--- src/rtl/core/vcs_pkg.sv ---
// ----------------------------------------------------------------------------
// vcs_pkg
// shared types and fixed field widths for the voxel cell store
// ----------------------------------------------------------------------------
`timescale 1ns / 1ps

package vcs_pkg;

	// fixed port field widths
	localparam int FUNC_W    = 2;
	localparam int COORD_W   = 8;
	localparam int MAT_IN_W  = 16;
	localparam int CNT_OUT_W = 13;
	localparam int REV_W     = 64;

	// request function codes
	typedef enum logic [FUNC_W-1:0] {
		FN_WRITE = 2'd0,
		FN_READ  = 2'd1,
		FN_CLEAR = 2'd2,
		FN_FILL  = 2'd3
	} func_t;

	// one result as handed from the sequencer to the output register
	typedef struct packed {
		logic                 in_range;
		logic [MAT_IN_W-1:0]  read_material;
		logic                 is_solid;
		logic [CNT_OUT_W-1:0] solid_cells;
		logic [REV_W-1:0]     revision_count;
	} res_t;

endpackage

--- src/rtl/core/vcs_pos_decode.sv ---
// ----------------------------------------------------------------------------
// vcs_pos_decode
// range check of three signed coordinates and linear cell index
// ----------------------------------------------------------------------------
`timescale 1ns / 1ps

module vcs_pos_decode #(
	parameter int SIDE   = 16,
	parameter int ADDR_W = 12
) (
	input  logic signed [vcs_pkg::COORD_W-1:0] pos_x,
	input  logic signed [vcs_pkg::COORD_W-1:0] pos_y,
	input  logic signed [vcs_pkg::COORD_W-1:0] pos_z,
	output logic                               ok,
	output logic        [ADDR_W-1:0]           idx
);

	import vcs_pkg::*;

	localparam int PLANE = SIDE * SIDE;

	logic ok_x, ok_y, ok_z;

	// non-negative and below the side length
	assign ok_x = ~pos_x[COORD_W-1] && (pos_x[COORD_W-2:0] < (COORD_W-1)'(SIDE));
	assign ok_y = ~pos_y[COORD_W-1] && (pos_y[COORD_W-2:0] < (COORD_W-1)'(SIDE));
	assign ok_z = ~pos_z[COORD_W-1] && (pos_z[COORD_W-2:0] < (COORD_W-1)'(SIDE));
	assign ok   = ok_x && ok_y && ok_z;

	// x + side * y + side^2 * z, constant multipliers only
	assign idx = ADDR_W'(pos_x[COORD_W-2:0])
		+ ADDR_W'(SIDE) * ADDR_W'(pos_y[COORD_W-2:0])
		+ ADDR_W'(PLANE) * ADDR_W'(pos_z[COORD_W-2:0]);

endmodule

--- src/rtl/core/vcs_seq.sv ---
// ----------------------------------------------------------------------------
// vcs_seq
// request sequencer: memory sweep pointer, shared cell compare, count and
// revision registers
// ----------------------------------------------------------------------------
`timescale 1ns / 1ps

module vcs_seq #(
	parameter int SIDE   = 16,
	parameter int MAT_W  = 16,
	parameter int ADDR_W = 12
) (
	input  logic                                clk,
	input  logic                                arst_n,
	input  logic                                in_valid,
	output logic                                in_ready,
	input  logic        [vcs_pkg::FUNC_W-1:0]   func,
	input  logic signed [vcs_pkg::COORD_W-1:0]  pos_x,
	input  logic signed [vcs_pkg::COORD_W-1:0]  pos_y,
	input  logic signed [vcs_pkg::COORD_W-1:0]  pos_z,
	input  logic        [vcs_pkg::MAT_IN_W-1:0] material,
	input  logic        [MAT_W-1:0]             air,
	input  logic                                out_free,
	output logic                                res_load,
	output vcs_pkg::res_t                       res,
	output logic                                mem_we,
	output logic        [ADDR_W-1:0]            mem_waddr,
	output logic        [MAT_W-1:0]             mem_wdata,
	output logic        [ADDR_W-1:0]            mem_raddr,
	input  logic        [MAT_W-1:0]             mem_rdata
);

	import vcs_pkg::*;

	localparam int VOLUME = SIDE * SIDE * SIDE;
	localparam int CNT_W  = $clog2(VOLUME + 1);
	localparam logic [ADDR_W-1:0] LAST = ADDR_W'(VOLUME - 1);
	localparam logic [CNT_W-1:0]  FULL = CNT_W'(VOLUME);

	typedef enum logic [4:0] {
		ST_INIT  = 5'b00001,
		ST_IDLE  = 5'b00010,
		ST_SWEEP = 5'b00100,
		ST_TAIL  = 5'b01000,
		ST_FIN   = 5'b10000
	} state_t;

	state_t             st_q;
	func_t              func_q;
	logic               ok_q;
	logic [ADDR_W-1:0]  idx_q;
	logic [MAT_W-1:0]   mat_q;
	logic [ADDR_W-1:0]  ptr_q;
	logic               differ_q;
	logic [CNT_W-1:0]   cnt_q;
	logic [REV_W-1:0]   rev_q;

	logic               ok_d;
	logic [ADDR_W-1:0]  idx_d;
	logic               differ;
	logic               cur_air;
	logic               new_air;
	logic               is_wr;
	logic               is_rd;
	logic               is_sweep;
	logic               cell_wr;
	logic [MAT_W-1:0]   sweep_val;
	logic [CNT_W-1:0]   cnt_d;
	logic [REV_W-1:0]   rev_d;

	vcs_pos_decode #(
		.SIDE   (SIDE),
		.ADDR_W (ADDR_W)
	) u_dec (
		.pos_x (pos_x),
		.pos_y (pos_y),
		.pos_z (pos_z),
		.ok    (ok_d),
		.idx   (idx_d)
	);

	// shared compares against the request material and the empty code
	assign differ  = (mem_rdata != mat_q);
	assign cur_air = (mem_rdata == air);
	assign new_air = (mat_q == air);

	assign is_wr    = (func_q == FN_WRITE);
	assign is_rd    = (func_q == FN_READ);
	assign is_sweep = (func_q == FN_CLEAR) || (func_q == FN_FILL);

	assign sweep_val = (func_q == FN_CLEAR) ? air : mat_q;
	assign in_ready  = (st_q == ST_IDLE);
	assign res_load  = (st_q == ST_FIN) && out_free;
	assign cell_wr   = res_load && is_wr && ok_q && differ;

	// memory port steering
	always_comb begin
		mem_we    = 1'b0;
		mem_waddr = idx_q;
		mem_wdata = mat_q;
		mem_raddr = idx_q;
		case (st_q)
			ST_INIT: begin
				mem_we    = 1'b1;
				mem_waddr = ptr_q;
				mem_wdata = '0;
				mem_raddr = ptr_q;
			end
			ST_IDLE: begin
				mem_raddr = idx_d;
			end
			ST_SWEEP: begin
				mem_we    = 1'b1;
				mem_waddr = ptr_q;
				mem_wdata = sweep_val;
				mem_raddr = ptr_q;
			end
			ST_FIN: begin
				mem_we = cell_wr;
			end
			default: begin
				mem_we = 1'b0;
			end
		endcase
	end

	// count and revision after the request
	always_comb begin
		cnt_d = cnt_q;
		rev_d = rev_q;
		if (is_wr && ok_q && differ) begin
			rev_d = rev_q + 1'b1;
			if (cur_air && !new_air && (cnt_q < FULL)) begin
				cnt_d = cnt_q + 1'b1;
			end else if (!cur_air && new_air && (cnt_q != '0)) begin
				cnt_d = cnt_q - 1'b1;
			end
		end else if (is_sweep && differ_q) begin
			rev_d = rev_q + 1'b1;
			cnt_d = ((func_q == FN_CLEAR) || new_air) ? '0 : FULL;
		end
	end

	always_comb begin
		res.in_range       = (is_wr || is_rd) && ok_q;
		res.read_material  = '0;
		res.is_solid       = 1'b0;
		res.solid_cells    = CNT_OUT_W'(cnt_d);
		res.revision_count = rev_d;
		if (is_rd) begin
			res.read_material = ok_q ? MAT_IN_W'(mem_rdata) : MAT_IN_W'(air);
			res.is_solid      = ok_q && !cur_air;
		end
	end

	always_ff @(posedge clk or negedge arst_n) begin
		if (!arst_n) begin
			st_q     <= ST_INIT;
			ptr_q    <= '0;
			differ_q <= 1'b0;
			cnt_q    <= '0;
			rev_q    <= '0;
		end else begin
			case (st_q)
				ST_INIT: begin
					if (ptr_q == LAST) begin
						ptr_q <= '0;
						st_q  <= ST_IDLE;
					end else begin
						ptr_q <= ptr_q + 1'b1;
					end
				end
				ST_IDLE: begin
					if (in_valid) begin
						ptr_q <= '0;
						case (func_t'(func))
							FN_CLEAR: begin
								differ_q <= (cnt_q != '0);
								st_q     <= (cnt_q != '0) ? ST_SWEEP : ST_FIN;
							end
							FN_FILL: begin
								differ_q <= 1'b0;
								st_q     <= ST_SWEEP;
							end
							default: begin
								differ_q <= 1'b0;
								st_q     <= ST_FIN;
							end
						endcase
					end
				end
				ST_SWEEP: begin
					// read data belongs to the previous address
					if ((func_q == FN_FILL) && (ptr_q != '0) && differ) begin
						differ_q <= 1'b1;
					end
					if (ptr_q == LAST) begin
						ptr_q <= '0;
						st_q  <= ST_TAIL;
					end else begin
						ptr_q <= ptr_q + 1'b1;
					end
				end
				ST_TAIL: begin
					if ((func_q == FN_FILL) && differ) begin
						differ_q <= 1'b1;
					end
					st_q <= ST_FIN;
				end
				ST_FIN: begin
					if (out_free) begin
						cnt_q <= cnt_d;
						rev_q <= rev_d;
						st_q  <= ST_IDLE;
					end
				end
				default: begin
					st_q <= ST_INIT;
				end
			endcase
		end
	end

	// request payload, captured on accept
	always_ff @(posedge clk) begin
		if ((st_q == ST_IDLE) && in_valid) begin
			func_q <= func_t'(func);
			ok_q   <= ok_d;
			idx_q  <= idx_d;
			mat_q  <= MAT_W'(material);
		end
	end

`ifndef NO_ASSERTIONS
	a_we_state: assert property (@(posedge clk) disable iff (!arst_n)
		mem_we |-> (st_q == ST_INIT || st_q == ST_SWEEP || st_q == ST_FIN))
		else $error("cell write outside init, sweep or finish");

	a_cnt_bound: assert property (@(posedge clk) disable iff (!arst_n)
		cnt_q <= FULL)
		else $error("solid count above volume");

	a_rev_hold: assert property (@(posedge clk) disable iff (!arst_n)
		!res_load |=> $stable(rev_q))
		else $error("revision moved without a result");

	a_sweep_end: assert property (@(posedge clk) disable iff (!arst_n)
		(st_q == ST_SWEEP && ptr_q == LAST) |=> (st_q == ST_TAIL && ptr_q == '0))
		else $error("sweep did not end at the last cell");
`endif

endmodule
--- config.mk ---
export PLATFORM = sky130hd
export DESIGN_NAME = vcs_seq
export DESIGN_NICKNAME = d
export VERILOG_FILES = /design/src/rtl/core/vcs_pkg.sv /design/src/rtl/core/vcs_pos_decode.sv /design/src/rtl/core/vcs_seq.sv
export SDC_FILE = /design/constraint.sdc
export NUM_CORES = 1
export LEC_CHECK = 0
export BUFFER_PORTS_ARGS = -buffer_cell sky130_fd_sc_hd__buf_2
export CAP_MARGIN = 20
export CORE_MARGIN = 1
export CORE_UTILIZATION = 55
export CTS_CLUSTER_DIAMETER = 200
export CTS_CLUSTER_SIZE = 16
export DETAILED_ROUTE_END_ITERATION = 8
export PLACE_DENSITY = 0.82
export SYNTH_ARGS = -nofsm -noshare
export SYNTH_HDL_FRONTEND = slang
export SYNTH_SLANG_ARGS = --single-unit
--- constraint.sdc ---
create_clock -name clk -period 4.99 [get_ports clk]
set_input_delay 0.998 -clock clk [delete_from_list [all_inputs] [get_ports clk]]
set_output_delay 0.998 -clock clk [all_outputs]
set_load 0.01 [all_outputs]
==> results of run 1 <==
==> cell usage in the layout, fill, tap and decap left out, types with 25 or more instances in the layout <==
cell type / synthesis / final
sky130_fd_sc_hd__nand3_1: 58 / 58
sky130_fd_sc_hd__edfxtp_1: 31 / 31
sky130_fd_sc_hd__dfrtp_1: 94 / 94
sky130_fd_sc_hd__nor3_1: 45 / 45
sky130_fd_sc_hd__nand2_1: 118 / 118
sky130_fd_sc_hd__nor2_1: 81 / 81
sky130_fd_sc_hd__xor2_1: 102 / 102
sky130_fd_sc_hd__nand4_1: 36 / 36
sky130_fd_sc_hd__buf_2: 11 / 214
sky130_fd_sc_hd__xnor2_1: 83 / 83
sky130_fd_sc_hd__mux2i_1: 25 / 25
==> worst max path at each step <==
stage | to | slack (ns) | from
CTS | res[10] | 0.17 | mem_rdata[15]
finish | res[10] | 0.18 | mem_rdata[15]
global placement | res[16] | 0.28 | mem_rdata[15]
detailed placement | res[10] | 0.18 | mem_rdata[15]
floorplan | res[68] | 1.18 | air[3]
global route | res[16] | 0.008 | mem_rdata[15]
==> cells by family after synthesis <==
family          Yosys count  synth area share
xor+xnor                185             0.184
mux                      31            0.0360
compound gates          101            0.0817
flops                   126             0.375
simple gates            456             0.266
fa+ha+maj                13            0.0193
buf+inv                  82            0.0383
==> layout make-up <==
cell class                      count  area [um^2]  share of cell area
Multi-Input combinational cell    786         5180               0.490
Sequential cell                   126         3310               0.313
Timing Repair Buffer              228         1180               0.111
Clock buffer                       18          439              0.0415
Tap cell                          211          264              0.0250
Clock inverter                     14          113              0.0106
Inverter                           24         90.1             0.00852
Antenna cell                        1         2.50            0.000237
==> power groups by stage <==
stage	registers (uW)	logic [uW]	clock network, uW
after floorplan	1210	734	0
after global placement	1250	1120	0
after detailed placement	1250	1130	0
after CTS	1240	1140	1160
after global routing	1250	1260	1210
final	1240	1140	1150
==> critical path: stages <==
cell and delay, ns:
sky130_fd_sc_hd__buf_2 0.12, sky130_fd_sc_hd__xnor2_1 0.23, sky130_fd_sc_hd__nand4_1 0.12, sky130_fd_sc_hd__nor4_1 0.81, sky130_fd_sc_hd__o21ai_0 0.52, sky130_fd_sc_hd__buf_4 0.30, sky130_fd_sc_hd__nand3_1 0.30, sky130_fd_sc_hd__nor2_1 0.11
sky130_fd_sc_hd__xor2_1 0.16, sky130_fd_sc_hd__buf_2 0.14
==> layer usage <==
metal,share of wire,wire (um)
met5,0,0
met4,0.022,522
met3,0.046,1080
met2,0.47,11000
met1,0.46,10600
==> per-stage QoR <==
| stage | power [uW] | worst slack, ns | cells | instance area [um^2] | hold WS (ns) |
|---|---|---|---|---|---|
| after floorplan | 1940 | 1.18 | 994 | 8820 | 0.466 |
| after global placement | 2370 | 0.277 | 1375 | 10000 | 0.484 |
| after detailed placement | 2390 | 0.183 | 1375 | 10000 | 0.502 |
| after CTS | 3540 | 0.166 | 1407 | 10600 | 0.510 |
| after global routing | 3720 | 0.00753 | 1407 | 10600 | 0.530 |
| final | 3520 | 0.178 | 1408 | 10600 | 0.508 |
==> flip-flops by register name, summed over array words and instances, names as in the netlist <==
signal / flops
ptr_q: 12
idx_q: 12
func_q: 2
rev_q: 64
st_q: 5
ok_q: 1
cnt_q: 13
differ_q: 1
mat_q: 16
==> impl_metrics.ini, run 1 <==
[outcome]
outcome = completed

[logic_synthesis]
synthDominantAreaCellType = sky130_fd_sc_hd__dfrtp_1
post_synth_num_cell_types = 66
yosys.cell_count.top_type = sky130_fd_sc_hd__nand2_1
postSynthNetCount = 1085
ys_seq_area_frac = 0.375
synth.avg_cell_area_um2 = 8.88
synth_flop_cell = sky130_fd_sc_hd__dfrtp_1
yosys_register_bits = 126
synth_warnings = 0
synth_enable_flop_cells = 31
synth.top_cell.area_share = 0.267
syn_area_um2 = 8820
synth.area.top_cells = sky130_fd_sc_hd__dfrtp_1, sky130_fd_sc_hd__edfxtp_1, sky130_fd_sc_hd__xor2_1, sky130_fd_sc_hd__xnor2_1, sky130_fd_sc_hd__nand2_1
netlist_top_cells_count = sky130_fd_sc_hd__nand2_1, sky130_fd_sc_hd__xor2_1, sky130_fd_sc_hd__dfrtp_1
synthesis.instances = 994
synthArstFlopShare = 0.754

[final_layout]
final_layout_size_suffix_gt1_frac = 0.239
syn2layout_area_growth_pct = 19.9
post-route-util = 0.686
fillCellCount = 1313
nets = 1274

[cts]
tritoncts = done
tritoncts.num_buffers = 17
clock_tree.root_cell = sky130_fd_sc_hd__clkbuf_16
path_clk_slew_ns = 0.06
ctsLongestPathBuffers = 2
cts_hold_buffers = 0
clock_latency_ns = 0.43
cts.sink_count = 126
cts_htree_levels = 4
postCtsSetupRepairBufs = 0
cts_resized = 0

[pwr]
vdd_ir_drop_max_mv = 0.334
total_power_density_per_cell_area_nw_per_um2 = 333
comb_power_share = 0.322
static-leakage-power_uw = 0.00499
swShare = 0.366
power.switching_uw = 1290
internal-power_uw = 2230
share_clk_of_total_power = 0.326
pwr-share-seq = 0.352

[global_route]
grt_util_met3 = 0.0532
pin_count_of_the_biggest_net_entering_global_routing = 66
grt_first_pass_wirelength_mm = 37.7
grt-ovfl-total = 0
grt_util_met2 = 0.466
first_global_vias = 7524
groute.layer.met1.usage = 0.398
grt_antenna_before_repair = 0
track_usage = 0.292
top_usage_layer = met2

[detailed_routing]
avgViaCountPerCell = 5.70
drt_first_iter_violations = 523
drt_wl_total_mm = 23.3
drt_first_pass_iters = 7
drt.antenna.violating_nets = 0
drt-wirelength-per-cell_um = 16.5
drt_drc_violations_left = 0
detailroute.via_count = 8029

[setup_path]
required_ns = 3.99
reg2reg_to = rev_q[61]
reg2reg_slack_ns = 1.80
criticalPathCategory = primary input to output pin
arrival_ns = 3.81
crit_path_max_fanout = 10
timing.critical_path.from_type = primary input
end_kind = output pin
timing.reg2reg.worst_path_depth = 9
critical_path.reg2reg.startpoint = st_q[3]

[sta]
final_max_slew_viol_count = 0
worstMarginPinSlew_ns = 0.940
fin_skew_ns = 0.0124
fin_setup_tns_ns = 0
setup_repair_after_global_routing_missed_its_margin = false
slew_headroom = 0.368
timing.final.setup_violations = 0
finalCriticalPeriod_ns = 4.81
max_freq_mhz = 208
post-route-period-util = 0.964
timing.final.hold_violations = 0

[floorplanning]
die_height_um = 129
design.core.area_um2 = 15400
floorplan.initialDensity = 0.572
rows = 45
floorplan.die_area_um2 = 16600
boundaryPins = 216
die_width_um = 129

[hold_path]
timing.hold.worst_endpoint = rev_q[61]
timing.hold.worst_path_depth = 1
worstHoldStart = rev_q[61]
worst_hold_path_type = register to register

[run]
max_cap_viol_count = 0

[placed_design]
port-buffer-count = 215
place.gp.congestion = 0.890
dp_hpwl_mm = 17.0
Note: power is estimated with default switching activity, not from simulation.
==> inputs of run 2 (changes only) <==
- CTS_CLUSTER_DIAMETER: 200 -> 60
- clock period: 4.99 -> 4.8 ns (I/O delays scaled with it)
==> run 2 against run 1 <==
Net effect: highest routed layer unchanged; critical path type unchanged; wire length grew 2.4%; critical endpoint is now res[74]; critical path depth did not move; worst setup slack better by 0.068 ns.
==> impl_metrics.ini, run 2 (same netlist as run 1, synthesis figures left out) <==
[final_layout]
nets = 1277
instances_no_fill = 1412
syn2layout_area_growth_pct = 21.0
final_cell_mix = sky130_fd_sc_hd__buf_2, sky130_fd_sc_hd__nand2_1, sky130_fd_sc_hd__xor2_1
reg_top3 = rev_q: 64 flops, mat_q: 16 flops, cnt_q: 13 flops
largest_reg_flops = 64
regMostFlops = rev_q
layout.cells.most_common = sky130_fd_sc_hd__buf_2
final_layout_size_suffix_gt1_frac = 0.239

[setup_path]
crit_path_max_fanout = 8
crit_slowest_cell = sky130_fd_sc_hd__nor3_2
required_ns = 3.84
critical_path.most_common_cell = sky130_fd_sc_hd__buf_2
critical_path_cell_sequence = buf_2 > xor2_1 > nor4_1 > nand4_1 > nor3_2 > buf_4 > mux2_2 > o211ai_1 > o31ai_1 > buf_2
cp_num_buf_inv = 3
criticalPathCategory = primary input to output pin
arrival_ns = 3.59
timing.critical_path.from_type = primary input
path_delay_family = simple AND/OR/NAND/NOR gates
cp_slowest_stage_delay_ns = 0.49
end_kind = output pin

[detailed_routing]
drt.antenna.violating_nets = 0
drt-wirelength-per-cell_um = 16.9
drt_first_pass_iters = 5
avgViaCountPerCell = 5.80
drt_wl_total_mm = 23.8
drt_drc_violations_left = 0
drt_first_iter_violations = 635
detailroute.via_count = 8185

[cts]
postCtsSetupRepairBufs = 0
path_clk_slew_ns = 0.06
tritoncts = done
cts.sink_count = 126
cts_hold_buffers = 0
ctsLongestPathBuffers = 2
cts_htree_levels = 4
clock_latency_ns = 0.43
cts_resized = 0
tritoncts.num_buffers = 17
clock_tree.root_cell = sky130_fd_sc_hd__clkbuf_16

[sta]
setup_repair_after_global_routing_missed_its_margin = false
worstMarginPinSlew_ns = 0.981
final_max_slew_viol_count = 0
finalCriticalPeriod_ns = 4.55
timing.final.setup_violations = 0
post-route-period-util = 0.949
max_freq_mhz = 220
timing.final.hold_violations = 0
fin_skew_ns = 0.0151
slew_headroom = 0.346
fin_setup_tns_ns = 0

[global_route]
track_usage = 0.300
grt_first_pass_wirelength_mm = 39.0
first_global_vias = 7796
pin_count_of_the_biggest_net_entering_global_routing = 75
grt_antenna_before_repair = 2
grt-ovfl-total = 0

[outcome]
outcome = completed

[floorplanning]
die_height_um = 129
floorplan.initialDensity = 0.572
floorplan.die_area_um2 = 16600
design.core.area_um2 = 15400
die_width_um = 129
rows = 45
boundaryPins = 216

[placed_design]
place.gp.congestion = 0.923
place_inst = 1378
dp_hpwl_mm = 17.4
port-buffer-count = 215

[pwr]
total_power_density_per_cell_area_nw_per_um2 = 361
static-leakage-power_uw = 0.00505
vdd_ir_drop_max_mv = 0.361

[run]
max_cap_viol_count = 0

[hold_path]
worst_hold_path_type = register to register
[run 2: cell types whose count changed in the layout (fill, tap and decap cells not counted)]
cell and change:
sky130_fd_sc_hd__buf_4 +3, sky130_fd_sc_hd__bufinv_16 +4, sky130_fd_sc_hd__clkbuf_1 +2, sky130_fd_sc_hd__clkbuf_8 -1, sky130_fd_sc_hd__clkinv_1 +1, sky130_fd_sc_hd__clkinvlp_4 -5
sky130_fd_sc_hd__diode_2 +1, sky130_fd_sc_hd__inv_6 -1
[run 2: stage by stage]
| step | setup WS [ns] | area, um^2 | total power (uW) | hold WS [ns] | utilization |
|---|---|---|---|---|---|
| 2_1_floorplan | 1.06 | 8820 | 2020 | 0.466 | - |
| 3_3_place_gp | 0.339 | 10000 | 2470 | 0.481 | 0.651 |
| 3_5_place_dp | 0.331 | 10000 | 2500 | 0.484 | 0.651 |
| 4_1_cts | 0.329 | 10700 | 3860 | 0.496 | 0.692 |
| 5_1_grt | 0.0712 | 10700 | 4050 | 0.516 | 0.692 |
| 6_report | 0.246 | 10700 | 3850 | 0.491 | 0.692 |
[run 2: area by class of cell]
class / instances / area, um^2
Sequential cell: 126 / 3310
Inverter: 24 / 90.1
Antenna cell: 2 / 5.00
Timing Repair Buffer: 231 / 1200
Fill cell: 1306 / 4750
Tap cell: 211 / 264
Clock inverter: 13 / 190
Clock buffer: 19 / 433
Multi-Input combinational cell: 786 / 5180
[run 2: worst paths after layout]
check | depth (start not counted) | end | slack (ns) | startpoint
worst max register to register | 9 | rev_q[61] | 1.71 | st_q[3]
worst min-delay path | 1 | rev_q[63] | 0.49 | rev_q[63]
worst max-delay path | 10 | res[74] | 0.25 | air[6]
max in group asynchronous | 2 | st_q[0] | 3.18 | arst_n
min in group asynchronous | 1 | rev_q[55] | 0.67 | arst_n
worst min register to register | 1 | rev_q[63] | 0.49 | rev_q[63]
[run 2: power breakdown]
part	leakage [uW]	switching [uW]	internal [uW]	total [uW]
registers	0.00152	104	1180	1290
clock network	0.000297	496	873	1370
logic	0.00323	730	462	1190
total	0.00505	1330	2520	3850
[run 2: metal layers]
metal | GRT usage | up-vias | share of wire
met3 | 0.0524 | 56 | 0.053
met1 | 0.400 | 3959 | 0.44
met4 | 0.127 | 0 | 0.030
met2 | 0.484 | 275 | 0.48
li1 | - | 3895 | -
met5 | 0 | - | 0
